**config.mk**
```make
export PLATFORM = sky130hd
export DESIGN_NAME = bytecode_block_instruction_counter_unit_flat
export DESIGN_NICKNAME = d
export VERILOG_FILES = /design/src/hw/rtl/bbic_pkg.sv /design/src/hw/rtl/bbic_channels.sv /design/src/hw/rtl/bbic_ram.sv /design/src/hw/rtl/bytecode_block_instruction_counter_unit.sv /design/src/flat_wrapper.sv
export VERILOG_INCLUDE_DIRS = /design/src /design/src/hw/rtl
export SDC_FILE = /design/constraint.sdc
export NUM_CORES = 2
export LEC_CHECK = 0
export BUFFER_PORTS_ARGS = -buffer_cell sky130_fd_sc_hd__buf_2
export CORE_ASPECT_RATIO = 1.5
export CORE_MARGIN = 1
export CORE_UTILIZATION = 60
export CTS_CLUSTER_DIAMETER = 60
export DETAILED_ROUTE_END_ITERATION = 10
export PLACE_DENSITY = 0.76
export SYNTH_ARGS = -nofsm -noshare
export SYNTH_HDL_FRONTEND = slang
export SYNTH_MEMORY_MAX_BITS = 65536
export SYNTH_SLANG_ARGS = --single-unit
```
**constraint.sdc**
```tcl
create_clock -name clock -period 13.6 [get_ports clock]
set_input_delay 0.68 -clock clock [delete_from_list [all_inputs] [get_ports clock]]
set_output_delay 0.68 -clock clock [all_outputs]
set_load 0.02 [all_outputs]
```
**src/hw/rtl/assert_macros.svh**
```systemverilog
// Assertion macros, included by the instruction counter unit.
// Expects signals named clock and reset in the including scope.
`ifndef ASSERT_MACROS_SVH
`define ASSERT_MACROS_SVH

// Condition must hold on every cycle out of reset.
`define ASSERT_ALWAYS(name, expr, msg) \
   name: assert property (@(posedge clock) disable iff (reset) (expr)) \
      else $error(msg);

// Consequent must hold in the same cycle as the antecedent.
`define ASSERT_IMPLIES(name, ante, cons, msg) \
   name: assert property (@(posedge clock) disable iff (reset) (ante) |-> (cons)) \
      else $error(msg);

// Consequent must hold in the cycle after the antecedent.
`define ASSERT_NEXT(name, ante, cons, msg) \
   name: assert property (@(posedge clock) disable iff (reset) (ante) |=> (cons)) \
      else $error(msg);

`endif

```
**src/hw/rtl/bbic_pkg.sv**
```systemverilog
// Package for the bytecode block instruction counter.
// Field widths, operation and error codes, payload and stack entry types; no dependencies.
`default_nettype none

package bbic_pkg;

   localparam int unsigned TAG_W               = 32;
   localparam int unsigned COUNT_W             = 32;
   localparam int unsigned FUNC_W              = 3;
   localparam int unsigned ERR_W               = 3;
   localparam int unsigned STACK_DEPTH_DEFAULT = 64;

   typedef enum logic [FUNC_W-1:0] {
      FUNC_OTHER = 3'd0,
      FUNC_BLOCK = 3'd1,
      FUNC_LOOP  = 3'd2,
      FUNC_IF    = 3'd3,
      FUNC_END   = 3'd4,
      FUNC_CONST = 3'd5
   } func_type;

   typedef enum logic [ERR_W-1:0] {
      ERR_NONE      = 3'd0,
      ERR_MISSING   = 3'd1,
      ERR_UNKNOWN   = 3'd2,
      ERR_EMPTY_END = 3'd3,
      ERR_OVERFLOW  = 3'd4,
      ERR_NO_PARENT = 3'd5
   } err_type;

   typedef struct packed {
      logic              first_of_function;
      logic [FUNC_W-1:0] func;
      logic [TAG_W-1:0]  instr_tag;
   } req_type;

   typedef struct packed {
      logic               patch_valid;
      logic [TAG_W-1:0]   patch_tag;
      logic [COUNT_W-1:0] patch_value;
      err_type            error_code;
   } rsp_type;

   typedef struct packed {
      logic [COUNT_W-1:0] count;
      logic [TAG_W-1:0]   tag;
      logic               is_tagged;
   } entry_type;

endpackage

`default_nettype wire

```
**src/hw/rtl/bbic_channels.sv**
```systemverilog
// Valid/ready channel interfaces for operation requests and patch responses.
// Depends on bbic_pkg for field widths.
`default_nettype none

interface bbic_req_if;
   logic                         valid;
   logic                         ready;
   logic                         first_of_function;
   logic [bbic_pkg::FUNC_W-1:0]  func;
   logic [bbic_pkg::TAG_W-1:0]   instr_tag;

   modport source (output valid, output first_of_function, output func, output instr_tag,
                   input ready);
   modport sink   (input valid, input first_of_function, input func, input instr_tag,
                   output ready);
endinterface

interface bbic_rsp_if;
   logic                          valid;
   logic                          ready;
   logic                          patch_valid;
   logic [bbic_pkg::TAG_W-1:0]    patch_tag;
   logic [bbic_pkg::COUNT_W-1:0]  patch_value;
   logic [bbic_pkg::ERR_W-1:0]    error_code;

   modport source (output valid, output patch_valid, output patch_tag, output patch_value,
                   output error_code, input ready);
   modport sink   (input valid, input patch_valid, input patch_tag, input patch_value,
                   input error_code, output ready);
endinterface

`default_nettype wire

```
**src/hw/rtl/bbic_ram.sv**
```systemverilog
// Generic single-port-write, single-port-read RAM with registered read data.
// No dependencies.
`default_nettype none

module bbic_ram #(
   parameter int unsigned WIDTH = 8,
   parameter int unsigned DEPTH = 2
) (
   input  wire logic                       clock,
   input  wire logic                       wr_en,
   input  wire logic [$clog2(DEPTH)-1:0]   wr_addr,
   input  wire logic [WIDTH-1:0]           wr_data,
   input  wire logic [$clog2(DEPTH)-1:0]   rd_addr,
   output      logic [WIDTH-1:0]           rd_data
);

   logic [WIDTH-1:0] mem_ff [DEPTH];
   logic [WIDTH-1:0] rd_data_ff;

   always_ff @(posedge clock) begin
      if (wr_en) begin
         mem_ff[wr_addr] <= wr_data;
      end
      rd_data_ff <= mem_ff[rd_addr];
   end

   assign rd_data = rd_data_ff;

endmodule

`default_nettype wire

```
**src/hw/rtl/bytecode_block_instruction_counter_unit.sv**
```systemverilog
// Bytecode block instruction counter: stack of per-block counters producing constant patches.
// Depends on bbic_pkg, bbic_channels (bbic_req_if, bbic_rsp_if), bbic_ram, assert_macros.svh.
//
//   channel   | dir | payload                                    | transfer when
//   ----------+-----+--------------------------------------------+-------------------
//   req_chan  | in  | first_of_function, func, instr_tag         | valid && ready
//   rsp_chan  | out | patch_valid, patch_tag, patch_value,       | valid && ready
//             |     | error_code                                 |
//
// One operation per cycle unless the response stalls; input register, then result register.
// Top two stack entries live in registers; deeper entries sit in a RAM whose next-needed
// entry is prefetched every cycle, with a one-entry bypass for a same-cycle write.
// Synchronous reset empties the stack, sets the expect-constant flag, clears the error.
// A stalled response holds the pipe; the input register accepts when empty or able to drain.
`default_nettype none
`include "assert_macros.svh"

module bytecode_block_instruction_counter_unit #(
   parameter int unsigned STACK_DEPTH = bbic_pkg::STACK_DEPTH_DEFAULT
) (
   input wire logic   clock,
   input wire logic   reset,
   bbic_req_if.sink   req_chan,
   bbic_rsp_if.source rsp_chan
);

   localparam int unsigned LVL_W  = $clog2(STACK_DEPTH + 1);
   localparam int unsigned ADDR_W = $clog2(STACK_DEPTH);
   localparam int unsigned ENT_W  = $bits(bbic_pkg::entry_type);

   // input stage
   logic              s1_valid_ff, s1_valid_in;
   bbic_pkg::req_type s1_ff;
   logic              s1_fire;
   logic              req_xfer;

   // output stage
   logic              rsp_valid_ff, rsp_valid_in;
   bbic_pkg::rsp_type rsp_ff, rsp_in;
   logic              out_free;

   // stack state
   logic [LVL_W-1:0]    lvl_ff, lvl_in;
   logic                exp_ff, exp_in;
   bbic_pkg::err_type   err_ff, err_in;
   bbic_pkg::entry_type top_ff, top_in;
   bbic_pkg::entry_type sec_ff, sec_in;
   logic                byp_ff, byp_in;
   bbic_pkg::entry_type byp_data_ff;

   // RAM
   logic                ram_wr_en;
   logic [ADDR_W-1:0]   ram_wr_addr;
   bbic_pkg::entry_type ram_wr_data;
   logic [ADDR_W-1:0]   ram_rd_addr;
   logic [ENT_W-1:0]    ram_rd_data;

   // step working values
   logic [LVL_W-1:0]    lvl;
   logic                expct;
   bbic_pkg::err_type   err;
   bbic_pkg::entry_type top;
   bbic_pkg::entry_type sec;
   bbic_pkg::entry_type below;
   logic                cnt_a, cnt_b, psh, pop, set_exp, psh_tagged;
   logic [bbic_pkg::TAG_W-1:0]   psh_tag;
   logic [bbic_pkg::COUNT_W-1:0] residual;
   logic                wr_en;
   logic [ADDR_W-1:0]   wr_addr;

   assign out_free    = !rsp_valid_ff || rsp_chan.ready;
   assign s1_fire     = s1_valid_ff && out_free;
   assign req_chan.ready = !s1_valid_ff || out_free;
   assign req_xfer    = req_chan.valid && req_chan.ready;
   assign s1_valid_in = req_xfer || (s1_valid_ff && !s1_fire);
   assign rsp_valid_in = s1_fire || (rsp_valid_ff && !rsp_chan.ready);

   always_comb begin
      lvl        = lvl_ff;
      expct      = exp_ff;
      err        = err_ff;
      top        = top_ff;
      sec        = sec_ff;
      below      = byp_ff ? byp_data_ff : bbic_pkg::entry_type'(ram_rd_data);
      cnt_a      = 1'b0;
      cnt_b      = 1'b0;
      psh        = 1'b0;
      pop        = 1'b0;
      set_exp    = 1'b0;
      psh_tag    = '0;
      psh_tagged = 1'b0;
      residual   = '0;
      wr_en      = 1'b0;
      wr_addr    = ADDR_W'(lvl_ff - LVL_W'(2));
      rsp_in     = '{patch_valid: 1'b0, patch_tag: '0, patch_value: '0,
                     error_code: bbic_pkg::ERR_NONE};

      if (err_ff == bbic_pkg::ERR_NONE) begin
         if (s1_ff.first_of_function) begin
            lvl   = '0;
            expct = 1'b1;
         end
         case (s1_ff.func)
            bbic_pkg::FUNC_OTHER: begin
               cnt_a = 1'b1;
            end
            bbic_pkg::FUNC_BLOCK, bbic_pkg::FUNC_LOOP: begin
               cnt_a   = 1'b1;
               set_exp = 1'b1;
            end
            bbic_pkg::FUNC_IF: begin
               cnt_a = 1'b1;
               psh   = 1'b1;
            end
            bbic_pkg::FUNC_CONST: begin
               psh        = expct;
               psh_tag    = s1_ff.instr_tag;
               psh_tagged = 1'b1;
               cnt_b      = 1'b1;
            end
            bbic_pkg::FUNC_END: begin
               pop = 1'b1;
            end
            default: begin
               err = bbic_pkg::ERR_UNKNOWN;
            end
         endcase

         if (cnt_a) begin
            if (lvl != '0) top.count = top.count + 1'b1;
            if (expct) err = bbic_pkg::ERR_MISSING;
         end
         if (set_exp) expct = 1'b1;

         if (psh && err == bbic_pkg::ERR_NONE) begin
            if (lvl >= LVL_W'(STACK_DEPTH)) begin
               err = bbic_pkg::ERR_OVERFLOW;
            end else begin
               if (lvl >= LVL_W'(2)) begin
                  wr_en   = 1'b1;
                  wr_addr = ADDR_W'(lvl - LVL_W'(2));
               end
               sec = top;
               top = '{count: '0, tag: psh_tag, is_tagged: psh_tagged};
               lvl = lvl + 1'b1;
               if (psh_tagged) expct = 1'b0;
            end
         end

         if (cnt_b && err == bbic_pkg::ERR_NONE) begin
            if (lvl != '0) top.count = top.count + 1'b1;
            if (expct) err = bbic_pkg::ERR_MISSING;
         end

         if (pop) begin
            if (lvl == '0) begin
               err = bbic_pkg::ERR_EMPTY_END;
            end else begin
               if (top.is_tagged) begin
                  rsp_in.patch_valid = 1'b1;
                  rsp_in.patch_tag   = top.tag;
                  rsp_in.patch_value = top.count;
               end else begin
                  residual = top.count;
               end
               lvl       = lvl - 1'b1;
               top       = sec;
               top.count = sec.count + residual;
               sec       = below;
               if (residual != '0 && lvl == '0) err = bbic_pkg::ERR_NO_PARENT;
            end
         end
      end
      rsp_in.error_code = err;

      lvl_in = s1_fire ? lvl   : lvl_ff;
      exp_in = s1_fire ? expct : exp_ff;
      err_in = s1_fire ? err   : err_ff;
      top_in = s1_fire ? top   : top_ff;
      sec_in = s1_fire ? sec   : sec_ff;
   end

   assign ram_wr_en   = s1_fire && wr_en;
   assign ram_wr_addr = wr_addr;
   assign ram_wr_data = sec_ff;
   assign ram_rd_addr = ADDR_W'(lvl_in - LVL_W'(3));
   assign byp_in      = ram_wr_en && (ram_wr_addr == ram_rd_addr);

   bbic_ram #(
      .WIDTH (ENT_W),
      .DEPTH (STACK_DEPTH)
   ) u_stack_ram (
      .clock   (clock),
      .wr_en   (ram_wr_en),
      .wr_addr (ram_wr_addr),
      .wr_data (ram_wr_data),
      .rd_addr (ram_rd_addr),
      .rd_data (ram_rd_data)
   );

   always_ff @(posedge clock) begin
      if (reset) begin
         s1_valid_ff  <= 1'b0;
         rsp_valid_ff <= 1'b0;
         lvl_ff       <= '0;
         exp_ff       <= 1'b1;
         err_ff       <= bbic_pkg::ERR_NONE;
         byp_ff       <= 1'b0;
      end else begin
         s1_valid_ff  <= s1_valid_in;
         rsp_valid_ff <= rsp_valid_in;
         lvl_ff       <= lvl_in;
         exp_ff       <= exp_in;
         err_ff       <= err_in;
         byp_ff       <= byp_in;
      end
   end

   always_ff @(posedge clock) begin
      if (req_xfer) begin
         s1_ff <= '{first_of_function: req_chan.first_of_function,
                    func: req_chan.func, instr_tag: req_chan.instr_tag};
      end
      if (s1_fire) begin
         rsp_ff <= rsp_in;
      end
      top_ff      <= top_in;
      sec_ff      <= sec_in;
      byp_data_ff <= ram_wr_data;
   end

   assign rsp_chan.valid       = rsp_valid_ff;
   assign rsp_chan.patch_valid = rsp_ff.patch_valid;
   assign rsp_chan.patch_tag   = rsp_ff.patch_tag;
   assign rsp_chan.patch_value = rsp_ff.patch_value;
   assign rsp_chan.error_code  = rsp_ff.error_code;

   `ASSERT_ALWAYS(a_level_bound, lvl_ff <= LVL_W'(STACK_DEPTH), "stack level beyond depth")
   `ASSERT_NEXT(a_err_sticky, err_ff != bbic_pkg::ERR_NONE, $stable(err_ff), "error not sticky")
   `ASSERT_IMPLIES(a_patch_no_err, rsp_valid_ff && rsp_ff.patch_valid,
                   rsp_ff.error_code == bbic_pkg::ERR_NONE, "patch reported with error")
   `ASSERT_IMPLIES(a_idle_patch_zero, rsp_valid_ff && !rsp_ff.patch_valid,
                   rsp_ff.patch_tag == '0 && rsp_ff.patch_value == '0, "stale patch fields")

endmodule

`default_nettype wire
```
**src/flat_wrapper.sv**
```systemverilog
// flat-port wrapper written by rule: the top's interface ports become plain ports
module bytecode_block_instruction_counter_unit_flat 
#(
   parameter int unsigned STACK_DEPTH = bbic_pkg::STACK_DEPTH_DEFAULT
)
  (clock, reset, req_chan_valid, req_chan_first_of_function, req_chan_func, req_chan_instr_tag, req_chan_ready, rsp_chan_valid, rsp_chan_patch_valid, rsp_chan_patch_tag, rsp_chan_patch_value, rsp_chan_error_code, rsp_chan_ready);
  bbic_req_if req_chan_i ();
  bbic_rsp_if rsp_chan_i ();
  input wire logic clock;
  input wire logic reset;
  input wire logic [$bits(req_chan_i.valid)-1:0] req_chan_valid;
  input wire logic [$bits(req_chan_i.first_of_function)-1:0] req_chan_first_of_function;
  input wire logic [$bits(req_chan_i.func)-1:0] req_chan_func;
  input wire logic [$bits(req_chan_i.instr_tag)-1:0] req_chan_instr_tag;
  output wire logic [$bits(req_chan_i.ready)-1:0] req_chan_ready;
  output wire logic [$bits(rsp_chan_i.valid)-1:0] rsp_chan_valid;
  output wire logic [$bits(rsp_chan_i.patch_valid)-1:0] rsp_chan_patch_valid;
  output wire logic [$bits(rsp_chan_i.patch_tag)-1:0] rsp_chan_patch_tag;
  output wire logic [$bits(rsp_chan_i.patch_value)-1:0] rsp_chan_patch_value;
  output wire logic [$bits(rsp_chan_i.error_code)-1:0] rsp_chan_error_code;
  input wire logic [$bits(rsp_chan_i.ready)-1:0] rsp_chan_ready;
  assign req_chan_i.valid = req_chan_valid;
  assign req_chan_i.first_of_function = req_chan_first_of_function;
  assign req_chan_i.func = req_chan_func;
  assign req_chan_i.instr_tag = req_chan_instr_tag;
  assign req_chan_ready = req_chan_i.ready;
  assign rsp_chan_valid = rsp_chan_i.valid;
  assign rsp_chan_patch_valid = rsp_chan_i.patch_valid;
  assign rsp_chan_patch_tag = rsp_chan_i.patch_tag;
  assign rsp_chan_patch_value = rsp_chan_i.patch_value;
  assign rsp_chan_error_code = rsp_chan_i.error_code;
  assign rsp_chan_i.ready = rsp_chan_ready;
  bytecode_block_instruction_counter_unit #(.STACK_DEPTH(STACK_DEPTH)) u_core (.clock(clock), .reset(reset), .req_chan(req_chan_i), .rsp_chan(rsp_chan_i));
endmodule
```
---- Word-level counts from Yosys, hierarchy flattened ----
Memories as Yosys holds them, arrays and structs flattened. A register that Yosys moved wholly into a read port is not among the register bits.
Index checks and enable logic that the tools add are counted.
word-level totals
  register bits after elaboration ......... 313
  bits in latches ......................... 0
  bits in writable memories ............... 4,160
  ROM bits ................................ 0
  memories kept ........................... 1
operators by class
  add/subtract/negate cells ............... 8
  multipliers ............................. 0
  div/mod/pow operators ................... 0
  magnitude comparators ................... 2
  equality and inequality tests ........... 6
  shift operators ......................... 0
  mux-type cells .......................... 70
  bitwise operators ....................... 3
  reductions and logical operators ........ 32
memory list
  memory                     words  bits a word  rd ports  clocked after memory_dff  write ports  RTL line        text
  u_core.u_stack_ram.mem_ff  64     65           1         1                         1            bbic_ram.sv:17  logic [WIDTH-1:0] mem_ff [DEPTH];
operators by type and width
  operator               count
  $mux 65                12
  $mux 32                9
  $add 32x1->32 const B  2
  $mux 7                 9
  $mux 3                 13
  $add 32x32->32         1
  $reduce_bool 32->1     1
  $mux 6                 4
  $mux 1                 22
  $sub 6x2->6 const B    3
  $logic_not 7->1        2
  $reduce_bool 7->1      2
  $logic_not 3->1        4
  $logic_and 1x1->1      9
  $reduce_or 4->1        2
  $add 7x1->7 const B    1
  $ge 7x2->1 const B     1
  $ge 7x7->1 const B     1
  $sub 7x1->7 const B    1
  $eq 3x2->1 const B     2
  $eq 3x3->1 const B     2
  $eq 6x6->1             1
  $reduce_or 6->1        1
  $logic_not 1->1        4
  7 further kinds        12

---- Depth between registers and ports, before layout ----
  depth after elaboration ................. 23
  depth in mapped cells ................... 36
  gate-level depth less buffers ........... 33

---- Modules after synthesis ----
A second synthesis with hierarchy kept.
unflattened totals
  cells, all modules ...................... 8,299
  area total of the unflattened synthesis .. 175,644.7 sq um
by module, submodules not included
  module                                   times used  cells an instance  area each (sq um)  seq. area each (sq um)
  bbic_ram                                 1           6,606              158,330.6          126,221.1
  bytecode_block_instruction_counter_unit  1           1,693              17,314.1           8,608.3

---- Worst setup path after synthesis ----
Ideal clock, no wire load.
  kind .................................... input to register
  start point ............................. input rsp_chan_ready
  end point ............................... register u_core.u_stack_ram.rd_data_ff[55] (netlist: u_core.u_stack_ram.rd_data[55]) (read register of u_core.u_stack_ram.mem_ff)
  library setup time ...................... 0.142 ns
  arrival ................................. 9.934 ns
  required time ........................... 13.458 ns
  setup slack ............................. 3.524 ns
  stages .................................. 17
  path buffers ............................ 5
  cell sequence ........................... nor2b_1 > nor2b_1 > nand2_1 > inv_1 > mux2i_1 > buf_2 > inv_1 > ha_1 > clkbuf_1 > clkbuf_1 > clkbuf_1 > clkbuf_1 > mux4_2 > a211oi_1 > a21oi_1 > mux2i_1 > mux2i_1
between the ends
  cells in the longest elaborated chain, start to end .. 4
RTL lines
  what                  RTL line                                        text
  start: declaration    flat_wrapper.sv:21                              input wire logic [$bits(rsp_chan_i.ready)-1:0] rsp_chan_ready;
  $logic_or 1x1->1      bytecode_block_instruction_counter_unit.sv:71   assign out_free = !rsp_valid_ff || rsp_chan.ready;
  $logic_and 1x1->1     bytecode_block_instruction_counter_unit.sv:72   assign s1_fire = s1_valid_ff && out_free;
  net u_core.s1_fire    bytecode_block_instruction_counter_unit.sv:34   logic s1_fire;
  $mux 7                bytecode_block_instruction_counter_unit.sv:176  lvl_in = s1_fire ? lvl : lvl_ff;
  net u_core.lvl_in[0]  bytecode_block_instruction_counter_unit.sv:43   logic [LVL_W-1:0] lvl_ff, lvl_in;
  $sub 6x2->6           bytecode_block_instruction_counter_unit.sv:186  assign ram_rd_addr = ADDR_W'(lvl_in - LVL_W'(3));
  end: declaration      bbic_ram.sv:18                                  logic [WIDTH-1:0] rd_data_ff;
The timed path passes the listed nets, and every way through them passes these cells.
A chain may end at the register's enable or synchronous reset.

---- Worst setup path after layout ----
  start point ............................. register u_core.s1_ff[35] in the netlist's numbering
  end point ............................... register u_core.u_stack_ram.rd_data_ff[59] (netlist: u_core.u_stack_ram.rd_data[59]) (read register of u_core.u_stack_ram.mem_ff)
between the ends
  cells in the longest elaborated chain, start to end .. 15
RTL lines
  what                                                                 RTL line                                                                                        text
  start: declaration                                                   bytecode_block_instruction_counter_unit.sv:33                                                   bbic_pkg::req_type s1_ff;
  start signal: assignment                                             bytecode_block_instruction_counter_unit.sv:221                                                  s1_ff <= '{first_of_function: req_chan.first_of_function,
  parallel branches: the longest is 7 deep, another holds $add 7x1->7  --
  $mux 7 (*)                                                           bytecode_block_instruction_counter_unit.sv:135                                                  if (psh && err == bbic_pkg::ERR_NONE) begin
  $mux 7 (*)                                                           bytecode_block_instruction_counter_unit.sv:98                                                   if (err_ff == bbic_pkg::ERR_NONE) begin
  $sub 7x1->7 or $logic_not 7->1 (tied branches)                       bytecode_block_instruction_counter_unit.sv:166, bytecode_block_instruction_counter_unit.sv:156
  $mux 7                                                               bytecode_block_instruction_counter_unit.sv:156                                                  if (lvl == '0) begin
  $mux 7 (*)                                                           bytecode_block_instruction_counter_unit.sv:155                                                  if (pop) begin
  $mux 7 (*)                                                           bytecode_block_instruction_counter_unit.sv:98
  $mux 7 (*)                                                           bytecode_block_instruction_counter_unit.sv:176
  net u_core.lvl_in[0]                                                 bytecode_block_instruction_counter_unit.sv:43
  $sub 6x2->6 (*)                                                      bytecode_block_instruction_counter_unit.sv:186
Mark *: on every way through the listed nets, which the timed path passes. The select of a mux whose other input is x is not followed.

==> flow_metrics.py <==
metrics = {
    "status": {
        "status": "complete, no violations",
    },
    "placement": {
        "place.gp.congestion": 0.907,
        "port_buffers": 109,
        "dp_hpwl_mm": 256,
        "place_area_um2": 185000,
    },
    "synth": {
        "avgSynthCellArea_um2": 20.2,
        "synth_simple_gate_area_frac": 0.0307,
        "synth_ff_type": "edfxtp_1",
        "synth_compound_area_frac": 0.0344,
        "synth_top_family_by_area": "multiplexers",
        "synth_adder_area_share": 0.00290,
        "synthMuxAreaShare": 0.159,
        "postSynthCellCount": 8827,
        "async_reset_ff_frac": 0,
        "ys_seq_area_frac": 0.755,
        "synth_warnings": 0,
        "synth_edf_count": 4394,
        "synth_area_um2": 179000,
        "synthDistinctLibCells": 90,
        "syn_nets": 8907,
        "synth_xor_area_frac": 0.00554,
        "yosys_register_bits": 4538,
    },
    "worst_setup_path": {
        "crit_family": "buffers and inverters",
        "path_buf_inv": 4,
        "critPathArrivalTime_ns": 10.24,
        "r2r_start": "u_core.s1_ff[35]",
        "crit_top_cell": "nor2_1",
        "crit_slowest_cell": "xnor2_2",
        "critPathCaptureType": "flip-flop",
        "path_class": "flip-flop to flip-flop",
        "cp.required_ns": 14.37,
        "cp-start-kind": "flip-flop",
        "cp-startpoint": "u_core.s1_ff[35]",
        "worstPathCellList": "nor2_1 -> o21ai_0 -> nand2_1 -> nor2_1 -> nor2_1 -> o22ai_1 -> ha_1 -> o311ai_0 -> o21bai_1 -> or3_1 -> nand2_4 -> xnor2_1 -> mux2i_4 -> buf_12 -> inv_1 -> ha_4 -> xnor2_2 -> buf_12 -> buf_4 -> nor2b_1 -> a211oi_1 -> a21oi_1 -> mux2i_1 -> mux2i_1",
        "cpPeakStageDelay_ns": 1.01,
        "crit_fanout": 115,
    },
    "die": {
        "fp.dieH_um": 670,
        "initial_core_util": 0.605,
        "ioPinCount": 110,
        "core_um2": 295000,
        "rows": 244,
        "die_area_um2": 300000,
        "die_width_um": 447,
    },
    "sta": {
        "finalHoldViolCount": 0,
        "setup_violations": 0,
        "rsz0062_at_grt": "false",
        "fin_crit_ns": 9.48,
        "worst_slew_pin_slew_ns": 1.35,
        "slew_violations": 0,
        "max_freq_mhz": 106,
        "slew_headroom": 0.0962,
        "finClkSkew_ns": 0.0931,
        "finalCritPeriodShare": 0.697,
        "whs_ns": 0.0954,
        "tns_ns": 0,
    },
    "clock_network": {
        "htree_levels": 5,
        "cts-buffers-inserted": 400,
        "tritoncts": "yes",
        "clock_latency_ns": 0.99,
        "clk_pin_slew_ns": 0.07,
        "clock_path_buffers": 4,
        "post_cts_buffers": 0,
        "cts_root_buf": "clkbuf_16",
        "clkSinkCount": 4538,
    },
    "detailed_routing": {
        "vias": 95445,
        "avgRoutedWirePerCell_um": 37.6,
        "postRouteAntennaNets": 0,
        "wirelength_mm": 505,
        "dr.pass1.iters": 8,
        "route.detailed.drc": 0,
        "vias_per_cell": 7.10,
        "drt-initial-drc-count": 14667,
    },
    "layout": {
        "layout-drive-gt1-share": 0.227,
        "design_area_um2": 199000,
        "fillCellCount": 17874,
        "multi_input_area_um2": 42100,
        "syn_to_final_growth_pct": 11.2,
        "nNetsFinal": 9241,
        "register_area_um2": 135000,
    },
    "global_routing": {
        "grt_pass1_wl_mm": 701,
        "grt.total_usage": 0.336,
        "grt_pass1_vias": 93763,
        "grt_max_degree": 130,
        "antenna_found_initial": 19,
        "grt_overflow_total": 0,
    },
    "power_and_ir_drop": {
        "p_leak_nw": 62.8,
        "p_sw_frac": 0.218,
        "clkPwrFrac": 0.400,
        "p_switching_mw": 6.28,
        "seqPwrFrac": 0.540,
        "irDropWorstVdd_uv": 134,
        "p_int_mw": 22.5,
        "power_density_nw_per_um2": 145,
        "combPwrFrac": 0.060,
    },
    "hold_path": {
        "hold_start": "rsp_chan_ready",
        "min_path_type": "input pin to flip-flop",
    },
    "run": {
        "maxCapViolCount": 0,
    },
}
flip-flops by register name (all words and copies together) (netlist names):
signal and flops:
u_core.byp_data_ff 65, u_core.byp_ff 1, u_core.err_ff 3, u_core.exp_ff 1
u_core.lvl_ff 7, u_core.ram_wr_data 65, u_core.rsp_chan.error_code 3, u_core.rsp_chan.patch_tag 32
u_core.rsp_chan.patch_valid 1, u_core.rsp_chan.patch_value 32, u_core.rsp_chan.valid 1, u_core.s1_ff 36
u_core.s1_valid_ff 1, u_core.top_ff 65, u_core.u_stack_ram.mem_ff 4160, u_core.u_stack_ram.rd_data 65
Yosys cell counts, drive strengths merged, types with 14 or more instances:
| cell | instances | area share |
|---|---|---|
| xor2 | 42 | 0.0021 |
| a31oi | 52 | 0.0018 |
| mux4 | 1040 | 0.13 |
| edfxtp | 4394 | 0.74 |
| a211oi | 310 | 0.013 |
| o21ai | 89 | 0.0025 |
| mux2i | 494 | 0.028 |
| a21o | 16 | 0.00067 |
| nor2b | 310 | 0.011 |
| nand3 | 35 | 0.00098 |
| nand2 | 336 | 0.0071 |
| nor2 | 234 | 0.0049 |
| nor3 | 24 | 0.00070 |
| a21oi | 371 | 0.010 |
| or3 | 14 | 0.00049 |
| xnor2 | 71 | 0.0035 |
| and2 | 20 | 0.00071 |
| buf | 174 | 0.0046 |
| dfxtp | 144 | 0.016 |
| nor4 | 23 | 0.00093 |
| ha | 39 | 0.0027 |
| inv | 37 | 0.00078 |
| nand4 | 30 | 0.0011 |
| and3 | 17 | 0.00060 |
| o211ai | 39 | 0.0016 |
| clkbuf | 329 | 0.0069 |
routing by layer:
metal | up-vias | track usage | part of all wire
met5 | - | 0 | 0.000093
met4 | 6 | 0.170 | 0.060
met3 | 1515 | 0.0760 | 0.13
met2 | 7454 | 0.534 | 0.48
met1 | 49461 | 0.440 | 0.33
li1 | 37009 | - | -
kinds of logic (layout without fill, tap and decap cells):
group / after synthesis / count (layout)
flops: 4538 / 4538
mux: 1535 / 1535
simple gates: 1096 / 1096
compound gates: 964 / 964
buf+inv: 540 / 1206
xor+xnor: 113 / 113
fa+ha+maj: 41 / 41
other cells: 0 / 7
repair_timing:
item / CTS / global route
setup endpoints to repair: 0 / 0
gates resized for setup: 0 / 0
endpoints found under the hold margin: 37 / 0
hold buffers: 37 / 0
cell usage in the layout (no fill, tap or decap), types with 18 or more instances in the layout:
cell type,Yosys,layout
a21oi_1,369,369
edfxtp_1,4394,4394
clkbuf_1,329,57
nand2_1,336,334
nor4_1,21,20
ha_1,39,38
o21ai_0,78,77
nor3_1,23,23
clkinv_1,0,77
clkbuf_8,0,20
nor2_4,0,66
nor2b_1,310,309
buf_4,3,269
o211ai_1,39,39
xor2_1,42,41
buf_12,0,20
mux2i_1,494,493
clkbuf_16,0,408
bufinv_16,0,44
nand4_1,30,30
xnor2_1,71,68
a211oi_1,310,310
mux4_2,1040,1040
clkinv_2,0,83
dlygate4sd3_1,0,37
buf_2,111,109
a31oi_1,52,52
and2_1,19,18
inv_1,37,36
dfxtp_1,144,143
nor2_1,233,167
nand3_1,35,34
power by group through the flow:
stage | Clock, mW | Combinational [mW] | Sequential (mW)
floorplan | 0 | 1.03 | 15.9
global placement | 0 | 1.64 | 15.9
detailed placement | 0 | 1.68 | 15.9
CTS | 11.6 | 1.71 | 15.6
global route | 12.1 | 1.82 | 15.6
finish | 11.5 | 1.72 | 15.6
worst paths after layout:
path                               endpoint  slack [ns]  cells after the start
max          u_core.u_stack_ram.rd_data[59]        4.12                     24
min                   u_core.rsp_chan.valid         0.1                      4
max reg2reg  u_core.u_stack_ram.rd_data[59]        4.12                     24
min reg2reg          u_core.byp_data_ff[28]        0.46                      0
tightest hold or removal path: stages:
cell	delay (ns)
buf_2	0.08
nor2b_1	0.09
nor2_1	0.10
nor2_1	0.04
layout make-up:
class / count / area share
Antenna cell: 7 / 0.0000882
Clock buffer: 485 / 0.0539
Clock inverter: 249 / 0.0126
Inverter: 37 / 0.000725
Multi-Input combinational cell: 3749 / 0.212
Sequential cell: 4538 / 0.679
Tap cell: 3936 / 0.0248
Timing Repair Buffer: 435 / 0.0168
per-stage QoR:
stage | std cells | util | worst slack (ns) | total power, mW
after detailed placement | 12658 | 0.627 | 4.32 | 17.6
after CTS | 13429 | 0.673 | 4.23 | 28.9
after global routing | 13430 | 0.673 | 3.54 | 29.5
final | 13436 | 0.673 | 4.12 | 28.8
after global placement | 12658 | 0.627 | 4.35 | 17.5
after floorplan | 8827 | - | 3.52 | 17.0
(Power assumes the default switching activity.)
